$ cat config.mk
export PLATFORM = sky130hd
export DESIGN_NAME = haar_approximation_downsampler
export DESIGN_NICKNAME = d
export VERILOG_FILES = /design/src/hw/rtl/hads_pkg.sv /design/src/hw/rtl/hads_front.sv /design/src/hw/rtl/hads_job_fifo.sv /design/src/hw/rtl/hads_back.sv /design/src/hw/rtl/haar_approximation_downsampler.sv
export SDC_FILE = /design/constraint.sdc
export NUM_CORES = 1
export LEC_CHECK = 0
export BUFFER_PORTS_ARGS = -buffer_cell sky130_fd_sc_hd__buf_2
export CAP_MARGIN = 20
export CORE_MARGIN = 1.5
export CORE_UTILIZATION = 30
export DETAILED_ROUTE_END_ITERATION = 12
export GPL_TIMING_DRIVEN = 0
export HOLD_SLACK_MARGIN = 0.1
export PLACE_DENSITY_LB_ADDON = 0.2
export REMOVE_ABC_BUFFERS = 1
export SYNTH_ARGS = -nofsm -noshare
export SYNTH_HDL_FRONTEND = slang
export SYNTH_SLANG_ARGS = --single-unit
export TNS_END_PERCENT = 100
$ cat constraint.sdc
create_clock -name clk -period 8.9 [get_ports clk]
set_input_delay 1.78 -clock clk [delete_from_list [all_inputs] [get_ports clk]]
set_output_delay 1.78 -clock clk [all_outputs]
set_load 0.02 [all_outputs]
$ cat src/hw/rtl/hads_pkg.sv
`timescale 1ns / 1ps
`default_nettype none

package hads_pkg;

  // Fixed widths of the configuration registers and result fields.
  localparam int ROW_LEN_W  = 11;
  localparam int TARGET_W   = 7;
  localparam int ROW_CNT_W  = 16;
  localparam int INDEX_W    = 6;
  localparam int SHIFT_W    = 4;
  localparam int CFG_IDX_W  = 2;
  localparam int CFG_DATA_W = 16;

  // Defaults for the top-level parameters.
  localparam int DEF_MAX_ROW     = 1024;
  localparam int DEF_MAX_COEFF   = 64;
  localparam int DEF_SAMPLE_BITS = 16;

  // Depth of the job queue between front and back.
  localparam int JOB_DEPTH = 4;

  // Register values after reset.
  localparam logic [ROW_LEN_W-1:0] RST_ROW_LENGTH   = 11'd64;
  localparam logic [TARGET_W-1:0]  RST_TARGET_COUNT = 7'd8;
  localparam logic [ROW_CNT_W-1:0] RST_ROW_COUNT    = 16'd1;

  typedef enum logic [CFG_IDX_W-1:0] {
    REG_ROW_LENGTH   = 2'd0,
    REG_TARGET_COUNT = 2'd1,
    REG_ROW_COUNT    = 2'd2
  } cfg_reg_t;

  typedef struct packed {
    logic [ROW_LEN_W-1:0] row_length;
    logic [TARGET_W-1:0]  target_count;
    logic [ROW_CNT_W-1:0] row_count;
  } cfg_t;

  // Control part of one job; the window sum travels next to it.
  typedef struct packed {
    logic [SHIFT_W-1:0] shift;
    logic [INDEX_W-1:0] idx;
    logic [INDEX_W-1:0] npad;
    logic               lrow;
    logic               lframe;
  } job_ctl_t;

  // Ceiling of log2 for a nonzero value: the bit length of x-1.
  function automatic logic [SHIFT_W-1:0] hads_clog2(input logic [ROW_LEN_W-1:0] x);
    logic [ROW_LEN_W-1:0] v;
    logic [SHIFT_W-1:0]   e;
    v = x - 11'd1;
    e = '0;
    for (int i = 0; i < ROW_LEN_W; i++) begin
      if (v[i]) begin
        e = SHIFT_W'(i + 1);
      end
    end
    return e;
  endfunction

endpackage

`default_nettype wire

$ cat src/hw/rtl/hads_front.sv
`timescale 1ns / 1ps
`default_nettype none

module hads_front
  import hads_pkg::*;
#(
  parameter int MAX_ROW     = DEF_MAX_ROW,
  parameter int MAX_COEFF   = DEF_MAX_COEFF,
  parameter int SAMPLE_BITS = DEF_SAMPLE_BITS,
  parameter int SUM_W       = SAMPLE_BITS + ROW_LEN_W + 1
) (
  input  wire logic                          clk,
  input  wire logic                          rst,
  input  wire cfg_t                          cfg,
  input  wire logic                          take,
  input  wire logic signed [SAMPLE_BITS-1:0] sample,
  output logic                               job_push,
  output job_ctl_t                           job_ctl,
  output logic signed [SUM_W-1:0]            job_sum
);

  localparam logic [ROW_LEN_W-1:0] LEN_CAP =
      (MAX_ROW < 2047) ? ROW_LEN_W'(MAX_ROW) : 11'd2047;
  localparam logic [TARGET_W-1:0] TC_CAP = TARGET_W'(MAX_COEFF);

  logic [ROW_LEN_W-1:0]    sample_position;
  logic signed [SUM_W-1:0] window_sum;
  logic [ROW_CNT_W-1:0]    row_counter;

  logic [ROW_LEN_W-1:0]    len;
  logic [TARGET_W-1:0]     tc;
  logic [ROW_CNT_W-1:0]    rc;
  logic [SHIFT_W-1:0]      pe;
  logic [SHIFT_W-1:0]      te;
  logic [SHIFT_W-1:0]      k;
  logic                    pass;
  logic                    end_row;
  logic                    lframe;
  logic [ROW_LEN_W-1:0]    pos;
  logic [ROW_LEN_W:0]      wmask;
  logic                    wcomp;
  logic [ROW_LEN_W-1:0]    w_full;
  logic [INDEX_W-1:0]      w;
  logic [INDEX_W-1:0]      last_idx;
  logic signed [SUM_W-1:0] s_ext;
  logic signed [SUM_W-1:0] new_sum;
  logic                    emit;

  always_comb begin
    if (cfg.row_length == '0) begin
      len = 11'd1;
    end else if (cfg.row_length > LEN_CAP) begin
      len = LEN_CAP;
    end else begin
      len = cfg.row_length;
    end
    if (cfg.target_count == '0) begin
      tc = 7'd1;
    end else if (cfg.target_count > TC_CAP) begin
      tc = TC_CAP;
    end else begin
      tc = cfg.target_count;
    end
    rc = (cfg.row_count == '0) ? 16'd1 : cfg.row_count;

    pe   = hads_clog2(len);
    te   = hads_clog2({4'd0, tc});
    pass = (te >= pe);
    k    = pass ? '0 : pe - te;

    end_row = ({1'b0, sample_position} + 12'd1) >= {1'b0, len};
    pos     = end_row ? len - 11'd1 : sample_position;
    lframe  = end_row && (({1'b0, row_counter} + 17'd1) >= {1'b0, rc});

    wmask    = (12'd1 << k) - 12'd1;
    wcomp    = ((({1'b0, pos} + 12'd1) & wmask) == '0);
    w_full   = pos >> k;
    w        = w_full[INDEX_W-1:0];
    last_idx = INDEX_W'((7'd1 << te) - 7'd1);

    s_ext   = {{(SUM_W - SAMPLE_BITS){sample[SAMPLE_BITS-1]}}, sample};
    new_sum = window_sum + s_ext;
    emit    = pass || end_row || wcomp;

    job_push       = take && emit;
    job_ctl.shift  = k;
    job_ctl.idx    = pass ? pos[INDEX_W-1:0] : w;
    job_ctl.npad   = (end_row && !pass) ? last_idx - w : '0;
    job_ctl.lrow   = end_row;
    job_ctl.lframe = lframe;
    job_sum        = pass ? s_ext : new_sum;
  end

  always_ff @(posedge clk) begin
    if (rst) begin
      sample_position <= '0;
      window_sum      <= '0;
      row_counter     <= '0;
    end else if (take) begin
      window_sum <= emit ? '0 : new_sum;
      if (end_row) begin
        sample_position <= '0;
        row_counter     <= lframe ? '0 : row_counter + 16'd1;
      end else begin
        sample_position <= sample_position + 11'd1;
      end
    end
  end

endmodule

`default_nettype wire

$ cat src/hw/rtl/hads_job_fifo.sv
`timescale 1ns / 1ps
`default_nettype none

module hads_job_fifo
  import hads_pkg::*;
#(
  parameter int WIDTH = 8,
  parameter int DEPTH = JOB_DEPTH
) (
  input  wire logic             clk,
  input  wire logic             rst,
  input  wire logic             push,
  input  wire logic [WIDTH-1:0] wr_data,
  input  wire logic             pop,
  output logic [WIDTH-1:0]      rd_data,
  output logic                  full,
  output logic                  empty
);

  localparam int PTR_W = (DEPTH > 1) ? $clog2(DEPTH) : 1;
  localparam int CNT_W = $clog2(DEPTH + 1);

  logic [WIDTH-1:0] entries [DEPTH];
  logic [PTR_W-1:0] wr_ptr;
  logic [PTR_W-1:0] rd_ptr;
  logic [CNT_W-1:0] count;
  logic             do_push;
  logic             do_pop;

  assign full    = (count == CNT_W'(DEPTH));
  assign empty   = (count == '0);
  assign do_push = push && !full;
  assign do_pop  = pop && !empty;
  assign rd_data = entries[rd_ptr];

  always_ff @(posedge clk) begin
    if (do_push) begin
      entries[wr_ptr] <= wr_data;
    end
  end

  always_ff @(posedge clk) begin
    if (rst) begin
      wr_ptr <= '0;
      rd_ptr <= '0;
      count  <= '0;
    end else begin
      if (do_push) begin
        wr_ptr <= (wr_ptr == PTR_W'(DEPTH - 1)) ? '0 : wr_ptr + PTR_W'(1);
      end
      if (do_pop) begin
        rd_ptr <= (rd_ptr == PTR_W'(DEPTH - 1)) ? '0 : rd_ptr + PTR_W'(1);
      end
      if (do_push && !do_pop) begin
        count <= count + CNT_W'(1);
      end else if (do_pop && !do_push) begin
        count <= count - CNT_W'(1);
      end
    end
  end

endmodule

`default_nettype wire

$ cat src/hw/rtl/hads_back.sv
`timescale 1ns / 1ps
`default_nettype none

module hads_back
  import hads_pkg::*;
#(
  parameter int SAMPLE_BITS = DEF_SAMPLE_BITS,
  parameter int SUM_W       = SAMPLE_BITS + ROW_LEN_W + 1
) (
  input  wire logic                    clk,
  input  wire logic                    rst,
  input  wire logic                    job_valid,
  input  wire job_ctl_t                job_ctl,
  input  wire logic signed [SUM_W-1:0] job_sum,
  output logic                         job_pop,
  input  wire logic                    pop,
  output logic                         empty,
  output logic [SAMPLE_BITS-1:0]       coeff,
  output logic [INDEX_W-1:0]           coeff_index,
  output logic                         last_in_row,
  output logic                         last_in_frame,
  output logic                         last_of_run
);

  logic               out_valid;
  logic [INDEX_W-1:0] pad_left;
  logic [INDEX_W-1:0] pad_idx;
  logic               job_lrow;
  logic               job_lframe;

  logic                    load;
  logic signed [SUM_W-1:0] shifted;
  logic [SUM_W-SAMPLE_BITS:0] hi_bits;
  logic [SAMPLE_BITS-1:0]  mean;
  logic                    final_job;
  logic                    final_pad;

  always_comb begin
    load    = !out_valid || pop;
    job_pop = load && (pad_left == '0) && job_valid;

    // Floored mean, saturated to the sample range.
    shifted = job_sum >>> job_ctl.shift;
    hi_bits = shifted[SUM_W-1:SAMPLE_BITS-1];
    if ((&hi_bits) || !(|hi_bits)) begin
      mean = shifted[SAMPLE_BITS-1:0];
    end else if (shifted[SUM_W-1]) begin
      mean = {1'b1, {(SAMPLE_BITS - 1){1'b0}}};
    end else begin
      mean = {1'b0, {(SAMPLE_BITS - 1){1'b1}}};
    end

    final_job = (job_ctl.npad == '0);
    final_pad = (pad_left == INDEX_W'(1));
  end

  always_ff @(posedge clk) begin
    if (load) begin
      if (pad_left != '0) begin
        coeff         <= '0;
        coeff_index   <= pad_idx;
        last_in_row   <= job_lrow && final_pad;
        last_in_frame <= job_lframe && final_pad;
        last_of_run   <= final_pad;
        pad_idx       <= pad_idx + INDEX_W'(1);
      end else if (job_valid) begin
        coeff         <= mean;
        coeff_index   <= job_ctl.idx;
        last_in_row   <= job_ctl.lrow && final_job;
        last_in_frame <= job_ctl.lframe && final_job;
        last_of_run   <= final_job;
        pad_idx       <= job_ctl.idx + INDEX_W'(1);
        job_lrow      <= job_ctl.lrow;
        job_lframe    <= job_ctl.lframe;
      end
    end
  end

  always_ff @(posedge clk) begin
    if (rst) begin
      out_valid <= 1'b0;
      pad_left  <= '0;
    end else if (load) begin
      if (pad_left != '0) begin
        out_valid <= 1'b1;
        pad_left  <= pad_left - INDEX_W'(1);
      end else if (job_valid) begin
        out_valid <= 1'b1;
        pad_left  <= job_ctl.npad;
      end else begin
        out_valid <= 1'b0;
      end
    end
  end

  assign empty = !out_valid;

endmodule

`default_nettype wire

$ cat src/hw/rtl/haar_approximation_downsampler.sv
`timescale 1ns / 1ps
`default_nettype none

// Channel   Direction  Handshake          Payload
// input     in         push / full        sample
// result    out        pop / empty        coeff, coeff_index, last_in_row,
//                                         last_in_frame, last_of_run
// config    in         cfg_valid / ready  cfg_index, cfg_data
//
// The block takes one sample per cycle while the job queue has room. With the back idle, a
// result is registered in the job queue and then in the result register before the ports.
// A sample that ends a row with padding fills the result side with one result per window it
// causes (up to the coefficient count); full rises only when all four queue entries hold jobs.
// Reset is synchronous and active high; it clears the row state, the queue and the result
// register and loads the register defaults. Either side may stall; cfg_ready is always high.

module haar_approximation_downsampler
  import hads_pkg::*;
#(
  parameter int MAX_ROW     = DEF_MAX_ROW,
  parameter int MAX_COEFF   = DEF_MAX_COEFF,
  parameter int SAMPLE_BITS = DEF_SAMPLE_BITS
) (
  input  wire logic                          clk,
  input  wire logic                          rst,
  input  wire logic                          push,
  output logic                               full,
  input  wire logic signed [SAMPLE_BITS-1:0] sample,
  input  wire logic                          pop,
  output logic                               empty,
  output logic signed [SAMPLE_BITS-1:0]      coeff,
  output logic [INDEX_W-1:0]                 coeff_index,
  output logic                               last_in_row,
  output logic                               last_in_frame,
  output logic                               last_of_run,
  input  wire logic                          cfg_valid,
  output logic                               cfg_ready,
  input  wire logic [CFG_IDX_W-1:0]          cfg_index,
  input  wire logic [CFG_DATA_W-1:0]         cfg_data
);

  // The window sum needs room for a full row of extreme samples.
  localparam int SUM_W = SAMPLE_BITS + ROW_LEN_W + 1;
  localparam int JOB_W = $bits(job_ctl_t) + SUM_W;

  cfg_t cfg;

  logic                    take;
  logic                    job_push;
  job_ctl_t                push_ctl;
  logic signed [SUM_W-1:0] push_sum;
  logic [JOB_W-1:0]        rd_data;
  job_ctl_t                pop_ctl;
  logic signed [SUM_W-1:0] pop_sum;
  logic                    job_pop;
  logic                    q_empty;
  logic [SAMPLE_BITS-1:0]  coeff_bits;

  // Configuration writes are always taken; an index outside the list is dropped.
  assign cfg_ready = 1'b1;

  always_ff @(posedge clk) begin
    if (rst) begin
      cfg.row_length   <= RST_ROW_LENGTH;
      cfg.target_count <= RST_TARGET_COUNT;
      cfg.row_count    <= RST_ROW_COUNT;
    end else if (cfg_valid && cfg_ready) begin
      case (cfg_reg_t'(cfg_index))
        REG_ROW_LENGTH: begin
          cfg.row_length <= cfg_data[ROW_LEN_W-1:0];
        end
        REG_TARGET_COUNT: begin
          cfg.target_count <= cfg_data[TARGET_W-1:0];
        end
        REG_ROW_COUNT: begin
          cfg.row_count <= cfg_data[ROW_CNT_W-1:0];
        end
        default: begin
        end
      endcase
    end
  end

  // A sample transfers whenever the job queue has room, even if that sample
  // would produce no job; this keeps the full flag a plain queue status.
  assign take = push && !full;

  // The front tracks the row position and window sum and turns each sample
  // into at most one job: a coefficient plus a count of trailing pad windows.
  hads_front #(
    .MAX_ROW    (MAX_ROW),
    .MAX_COEFF  (MAX_COEFF),
    .SAMPLE_BITS(SAMPLE_BITS),
    .SUM_W      (SUM_W)
  ) u_front (
    .clk     (clk),
    .rst     (rst),
    .cfg     (cfg),
    .take    (take),
    .sample  (sample),
    .job_push(job_push),
    .job_ctl (push_ctl),
    .job_sum (push_sum)
  );

  hads_job_fifo #(
    .WIDTH(JOB_W),
    .DEPTH(JOB_DEPTH)
  ) u_queue (
    .clk    (clk),
    .rst    (rst),
    .push   (job_push),
    .wr_data({push_ctl, push_sum}),
    .pop    (job_pop),
    .rd_data(rd_data),
    .full   (full),
    .empty  (q_empty)
  );

  assign pop_ctl = rd_data[JOB_W-1:SUM_W];
  assign pop_sum = rd_data[SUM_W-1:0];

  // The back scales the window sum and expands pad windows into the result
  // register, one result per cycle while that register is empty or being popped.
  hads_back #(
    .SAMPLE_BITS(SAMPLE_BITS),
    .SUM_W      (SUM_W)
  ) u_back (
    .clk          (clk),
    .rst          (rst),
    .job_valid    (!q_empty),
    .job_ctl      (pop_ctl),
    .job_sum      (pop_sum),
    .job_pop      (job_pop),
    .pop          (pop),
    .empty        (empty),
    .coeff        (coeff_bits),
    .coeff_index  (coeff_index),
    .last_in_row  (last_in_row),
    .last_in_frame(last_in_frame),
    .last_of_run  (last_of_run)
  );

  assign coeff = $signed(coeff_bits);

  // Only the final result of a run can close a row.
  a_row_ends_run: assert property (@(posedge clk) disable iff (rst)
    (!empty && last_in_row) |-> last_of_run)
    else $error("last_in_row without last_of_run");

  // A frame mark is always also a row mark.
  a_frame_is_row: assert property (@(posedge clk) disable iff (rst)
    (!empty && last_in_frame) |-> last_in_row)
    else $error("last_in_frame without last_in_row");

  // Pad windows follow their coefficient with no gap and count up.
  a_pad_follows: assert property (@(posedge clk) disable iff (rst)
    (!empty && pop && !last_of_run) |=>
      (!empty && coeff == '0 && coeff_index == $past(coeff_index) + 6'd1))
    else $error("pad window missing or out of order");

  // Reset leaves nothing to deliver and room to take a sample.
  a_reset_clears: assert property (@(posedge clk)
    rst |=> (empty && !full))
    else $error("state not cleared by reset");

endmodule

`default_nettype wire
==> qor.yml <==
setup_ws_ns: 0.651
first_iter_violations: 742
cts_max_path_buffers: 3
post_cts_resized: 0
cts_inserted_buffers: 38
grt_util_all_layers_pct: 13.9
drtAntennaViolNets: 0
crit_path_end_kind: "register"
slew_headroom_pct: 26.6
power-per-cell-area_nw_per_um2: 319
fin_tns_setup_ns: 0
start_util_pct: 30.5
yosysTopAreaCell: "edfxtp_1"
synthTopCellsByArea: "edfxtp_1 36%, dfxtp_1 12%, mux4_2 5.8%, ha_1 5.5%, mux2i_1 5.2%"
criticalPathCategory: "register to register"
die-area_um2: 61900
place.gp.congestion: 0.825
detail_route.wl_per_cell_um: 17.1
finalSetupViolCount: 0
netlist_area_um2: 18100
leakage_uw: 0.00787
area_growth_pct: 13.6
post_cts_buffers: 0
antenna_found_initial: 1
drc_errors: 0
yosysSeqAreaShare_pct: 47.5
crit_slowest_cell: "dfxtp_1"
clkTransAtPathRegs_ns: 0.06
fp.dieW_um: 249
drv_slew: 0
vias: 12700
post-synth-top-count-cell: "edfxtp_1"
dp_hpwl_mm: 30.8
synth_cell_type_count: 91
switchingPower_uw: 2460
ys.flop_type: "edfxtp_1"
core_um2: 59400
row_count: 89
io_buffers: 65
hold_viol: 0
p_seq_share_pct: 33.0
grt_max_degree: 41
worstPathArrival_ns: 8.74
hp-class: "register to register"
dr.pass1.iters: 5
clock_latency_ns: 0.56
synth_edf_count: 217
combPwrFrac_pct: 42.5
period_needed_ns: 8.25
fmax_mhz: 121
ios: 67
tightestPinTransition_ns: 1.09
internal-power_uw: 4110
ys_top_cells_by_count: "217 x edfxtp_1, 216 x nand2_1, 119 x a21oi_1"
fillers: 5915
cts_root_buf: "clkbuf_16"
h-tree-depth: 2
power.share.clock_pct: 24.4
syn_area_per_cell_um2: 10.8
routed_wirelength_mm: 43.1
critPathBufInv: 3
peakVddDrop_v: 0.000127
finClkSkew_ns: 0.0245
start_kind: "register"
grt-ovfl-total: 0
finalCritPeriodShare_pct: 92.7
viasPerCell: 5.05
pre_cts_ws_ns: 0.331
switching_share_pct: 37.4
die_h_um: 249
synth_top_area_share_pct: 35.9
ys_async_sr_fraction_pct: 0
grt_pass1_wl_mm: 69.7
cpPeakStageDelay_ns: 0.60
drive_gt1_share_pct: 15.1
maxCapViolCount: 0
ys_seq_elements: 322
grt_pass1_vias: 12700
synth_cells: 1678
clock-sinks: 322
crit_fanout: 11
status: "finished, final reports clean"
critPathTopFamily: "compound AO/OA/AOI/OAI gates"
cts_hold_buf: 0
fin_nets: 1840
crit_required_ns: 9.39
ys_warn_count: 0
cts_tree: "yes"
[per-layer routing]
metal | vias up | wire, um | global-route usage (%)
met4 | 0 | 1110 | 4.50
met5 | - | 0 | 0
li1 | 6297 | - | -
met3 | 68 | 1440 | 2.11
met2 | 212 | 20100 | 23.0
met1 | 6154 | 20400 | 18.6
[layout make-up]
| class | count | area [um^2] | area share (%) |
|---|---|---|---|
| Sequential cell | 322 | 8630 | 41.9 |
| Multi-Input combinational cell | 1208 | 8880 | 43.1 |
| Timing Repair Buffer | 79 | 581 | 2.82 |
| Clock buffer | 48 | 1030 | 5.00 |
| Clock inverter | 20 | 259 | 1.26 |
| Tap cell | 773 | 967 | 4.70 |
| Inverter | 68 | 255 | 1.24 |
| Antenna cell | 1 | 2.50 | 0.0121 |
[per-stage QoR]
| step | util (%) | hold WS [ns] | area (um^2) | power, uW | std cells |
|---|---|---|---|---|---|
| 5_1_grt | 34.7 | 0.470 | 20600 | 7030 | 2519 |
| 2_1_floorplan | - | 0.416 | 17700 | 4200 | 1598 |
| 3_5_place_dp | 32.5 | 0.441 | 19300 | 5010 | 2449 |
| 6_report | 34.7 | 0.446 | 20600 | 6570 | 2519 |
| 4_1_cts | 34.6 | 0.455 | 20600 | 6660 | 2517 |
| 3_3_place_gp | 32.0 | 0.431 | 19000 | 4920 | 2436 |
[state kept, by name (all words and copies together) (netlist names), named ones only]
| name | flops |
|---|---|
| u_back.last_in_frame | 1 |
| u_front.window_sum | 28 |
| u_back.job_lframe | 1 |
| u_back.job_lrow | 1 |
| cfg | 34 |
| u_queue.rd_ptr | 2 |
| u_back.pad_left | 6 |
| u_queue.count | 3 |
| u_front.sample_position | 11 |
| u_back.out_valid | 1 |
| u_back.pad_idx | 6 |
| u_back.last_of_run | 1 |
| u_front.row_counter | 16 |
| u_back.coeff | 16 |
| u_queue.entries | 184 |
| u_back.last_in_row | 1 |
| u_queue.wr_ptr | 2 |
| u_back.coeff_index | 6 |
[path summary, 6_finish.rpt]
| kind | startpoint | to | slack (ns) | depth (start not counted) |
|---|---|---|---|---|
| setup / recovery | cfg[27] | u_queue.count[2] | 0.65 | 30 |
| hold / removal | u_front.row_counter[5] | u_front.row_counter[5] | 0.45 | 2 |
| hold reg to reg | u_front.row_counter[5] | u_front.row_counter[5] | 0.45 | 2 |
| setup reg to reg | cfg[27] | u_queue.count[2] | 0.65 | 30 |
[cells by family after synthesis]
kind of cell | synth area share (%)
other cells | 0.0207
xor+xnor | 3.53
simple gates | 13.6
flops | 47.5
buf+inv | 3.77
fa+ha+maj | 5.96
compound gates | 12.6
mux | 13.0
[worst min-delay path, delay by kind of cell (launching register included)]
kind	cells	cell delay [ns]
AND/OR/NAND/NOR	2	0.09
flip-flops	1	0.31
[power groups by stage]
stage	clock network [uW]	registers (uW)	logic, uW
2_1_floorplan	0	2270	1930
3_3_place_gp	0	2250	2670
3_5_place_dp	0	2210	2800
4_1_cts	1660	2180	2820
5_1_grt	1710	2210	3120
6_report	1600	2170	2790
[placed cells by master, fill, tap and decap left out, drive strengths merged, types with 68 or more instances in the layout]
cell type / netlist / layout
o21ai: 101 / 101
inv: 68 / 68
buf: 32 / 79
edfxtp: 217 / 217
nor2: 108 / 108
a21oi: 119 / 119
dfxtp: 105 / 105
mux2i: 94 / 94
nand2: 216 / 216
ha: 80 / 80
(Power assumes the default switching activity.)
